--- src/rtl/core/lobm_ram.sv ---
// Generic single-clock RAM: one write port, one read port with registered read data.
// No dependencies.
module lobm_ram #(
    parameter int WIDTH = 8,
    parameter int DEPTH = 16
) (
    input  logic                     i_clk,
    input  logic                     i_wr_en,
    input  logic [$clog2(DEPTH)-1:0] i_wr_addr,
    input  logic [WIDTH-1:0]         i_wr_data,
    input  logic                     i_rd_en,
    input  logic [$clog2(DEPTH)-1:0] i_rd_addr,
    output logic [WIDTH-1:0]         o_rd_data
);

    logic [WIDTH-1:0] r_mem [DEPTH];
    logic [WIDTH-1:0] r_rd_data;

    always_ff @(posedge i_clk) begin
        if (i_wr_en) begin
            r_mem[i_wr_addr] <= i_wr_data;
        end
        if (i_rd_en) begin
            r_rd_data <= r_mem[i_rd_addr];
        end
    end

    assign o_rd_data = r_rd_data;

endmodule

--- config.mk ---
export PLATFORM = sky130hd
export DESIGN_NAME = lobm_ram
export DESIGN_NICKNAME = d
export VERILOG_FILES = /design/src/rtl/core/lobm_ram.sv
export SDC_FILE = /design/constraint.sdc
export NUM_CORES = 1
export LEC_CHECK = 0
export ABC_AREA = 1
export ABC_CLOCK_PERIOD_IN_PS = 1500
export BUFFER_PORTS_ARGS = -buffer_cell sky130_fd_sc_hd__buf_2
export CAP_MARGIN = 20
export CORE_MARGIN = 5
export CORE_UTILIZATION = 55
export DETAILED_ROUTE_END_ITERATION = 10
export GPL_TIMING_DRIVEN = 0
export PLACE_DENSITY = 0.73
export SLEW_MARGIN = 10
export SYNTH_ARGS = -nofsm -noshare
export SYNTH_HDL_FRONTEND = slang
export SYNTH_SLANG_ARGS = --single-unit
--- constraint.sdc ---
create_clock -name i_clk -period 1.5 [get_ports i_clk]
set_input_delay 0.15 -clock i_clk [delete_from_list [all_inputs] [get_ports i_clk]]
set_output_delay 0.15 -clock i_clk [all_outputs]
set_load 0.03 [all_outputs]
==> results_dict.tcl <==
set metrics [dict create \
    outcome "finished, final reports clean" \
    min_period_over_period_pct 82.88 \
    port_buffers 23 \
    synth-seq-area-share_pct 69.85 \
    grt_pass1_wl_um 21180 \
    synth_compound_area_share_pct 0 \
    p_comb_share_pct 6.8 \
    layout_commonest_cell "nand2_1" \
    ys_warn_count 0 \
    cp_cell_sequence "buf_2" \
    r2r_start "r_mem[15][7]" \
    worstPathRequired_ns 1.35 \
    synth.area.mux_share_pct 0 \
    routedWlPerCell_um 18.28 \
    rsz0062_at_grt "no" \
    slew_viol_final 0 \
    clock-root-buffer "clkbuf_8" \
    final_antenna_net_count 0 \
    swShare_pct 23.54 \
    via_per_inst 5.435 \
    fp.dieH_um 113.1 \
    dr.pass1.iters 5 \
    crit_type "reg2out" \
    place_ws_ns -0.1812 \
    synth_top_family_by_area "simple AND/OR/NAND/NOR gates" \
    antennaDiodeCount 0 \
    synth_fa_ha_area_share_pct 0 \
    critical_path.slowest_cell "edfxtp_1" \
    fin_util_pct 64.47 \
    yosys.area_share.simple_pct 20.76 \
    crit_path_end_kind "primary output" \
    ff2ff_path_depth 6 \
    ir_drop_uv 754.2 \
    finalNetCount 613 \
    grt_overflow_total 0 \
    fin_skew_ns 0.009682 \
    finalHoldViolations 0 \
    clockPowerShare_pct 43.7 \
    fin_crit_ns 1.243 \
    hold_depth 1 \
    powerDensity_mw_per_mm2 1298 \
    ios 27 \
    synthXorXnorAreaFrac_pct 0 \
    cp_top_family "flip-flops" \
    drt_iter0_markers 425 \
    crit_arrival_ns 1.09 \
    setup_violations 0 \
    syn_nets 570 \
    die_area_mm2 0.01279 \
    setup_tns_ns 0 \
    min_from "i_wr_data[4]" \
    vias 4038 \
    clk_path_buf_depth 2 \
    clk_pin_slew_ns 0.06 \
    layout_common_cells "nand2_1 (173), edfxtp_1 (136), inv_1 (100)" \
    setup_slack_ns 0.2568 \
    slowest_delay_ns 0.38 \
    syn_avg_cell_area_um2 10.61 \
    synth_top_area_share_pct 69.85 \
    rows 37 \
    min_to "r_mem[10][4]" \
    grt_use_total_pct 22.61 \
    cts_made_buffers 17 \
    netlist_instances 551 \
    syn_area_mm2 0.005847 \
    core_area_mm2 0.01037 \
    antenna_found_initial 0 \
    fillers 799 \
    multiInputGateArea_mm2 0.001214 \
    place_congestion 0.8994 \
    grt_max_degree 17 \
    insertion_delay_ns 0.52 \
    drive_gt1_share_pct 13.18 \
    rr_endpoint "o_rd_data[7]" \
    worstMarginPinSlew_ns 0.9024 \
    intPower_w 0.006637 \
    cp_max_fo 1 \
    cts_tree "built" \
    slew_headroom_pct 39.62 \
    synth_seq_cells 136 \
    synth_top_area_cell "edfxtp_1" \
    synth_area_leaders "edfxtp_1 (70%), nand2_1 (11%), nand3_1 (8.3%)" \
    power_w 0.008680 \
    start_util_pct 56.38 \
    synthToLayoutAreaGrowth_pct 14.34 \
    maxCapViolCount 0 \
    p_switching_w 0.002043 \
    die_w_um 113.1 \
    power.leakage_nw 2.890 \
    drc 0 \
    max_freq_mhz 804.4 \
    startpoint_type "flop" \
    worst-path-buf-inv 1 \
    r2r_setup_slack_ns 0.30 \
    hold_path.class "in2reg" \
    wirelength_um 13580 \
    cts_max_level 4 \
    grt_pass1_vias 3839 \
    hpwl_um 8747 \
    cts_sinks 136 \
    yosys.cell_types.count 11 \
    post_cts_resized 0 \
    seqPwrFrac_pct 49.6 \
    ff_latch_area_mm2 0.004084 \
]
==> cell type report <==
cell class	count	share of cell area, %
Multi-Input combinational cell	289	18.15
Tap cell	136	2.545
Buffer	24	2.489
Timing Repair Buffer	24	1.872
Clock buffer	17	6.195
Clock inverter	15	1.928
Sequential cell	136	61.09
Inverter	102	5.727
==> cells by family (layout without fill, tap and decap cells) <==
kind of cell           count (synthesis)  in the layout
and+or+nand+nor                      289            289
DFF                                  136            136
buffers and inverters                126            182
==> repair_timing <==
action | CTS | global route
buffers inserted | 0 | 0
hold buffers | 1 | 0
hold endpoints to repair | 8 | 0
==> flip-flops by register name, indices dropped and copies added, names as in the netlist <==
signal,flops
r_mem,128
o_rd_data,8
==> cells in the mapped netlist <==
cell,count
nand3_1,97
nand2_1,173
nand3b_1,2
inv_2,2
buf_2,13
nor2_1,17
buf_1,1
inv_1,100
edfxtp_1,136
buf_4,4
buf_6,6
==> stage by stage <==
step / instance area [µm²] / instances / hold slack, ns
2_1_floorplan: 5847 / 551 / 0.2489
3_3_place_gp: 6132 / 710 / 0.4995
3_5_place_dp: 6132 / 710 / 0.5137
4_1_cts: 6685 / 743 / 0.03005
5_1_grt: 6685 / 743 / 0.04644
6_report: 6685 / 743 / 0.05317
==> how the worst max path moves through the flow <==
stage,from,to,slack [ns],depth (start not counted)
finish,o_rd_data[1],o_rd_data[1],0.26,1
detailed placement,i_wr_addr[3],r_mem[7][0],-0.18,3
global route,o_rd_data[2],o_rd_data[2],0.24,1
global placement,i_wr_addr[3],r_mem[7][7],-0.10,3
CTS,o_rd_data[1],o_rd_data[1],0.24,1
floorplan,i_wr_addr[2],r_mem[10][0],0.40,2
==> power groups by stage <==
| stage | Combinational [W] | Sequential, W | Clock [W] |
|---|---|---|---|
| floorplan | 0.000300 | 0.00442 | 0 |
| global placement | 0.000561 | 0.00438 | 0 |
| detailed placement | 0.000572 | 0.00438 | 0 |
| CTS | 0.000579 | 0.00430 | 0.00381 |
| global route | 0.000643 | 0.00431 | 0.00400 |
| finish | 0.000587 | 0.00430 | 0.00379 |
==> routing by layer <==
layer	wire length (µm)	share of wire [%]	global-route usage, %	up-vias
met1	5451	40	30.83	1885
met4	339	2.5	8.173	0
li1	-	-	-	1870
met2	6203	46	35.07	253
met3	1585	12	6.257	30
met5	0	0	0	-
Note: power is estimated with default switching activity, not from simulation.
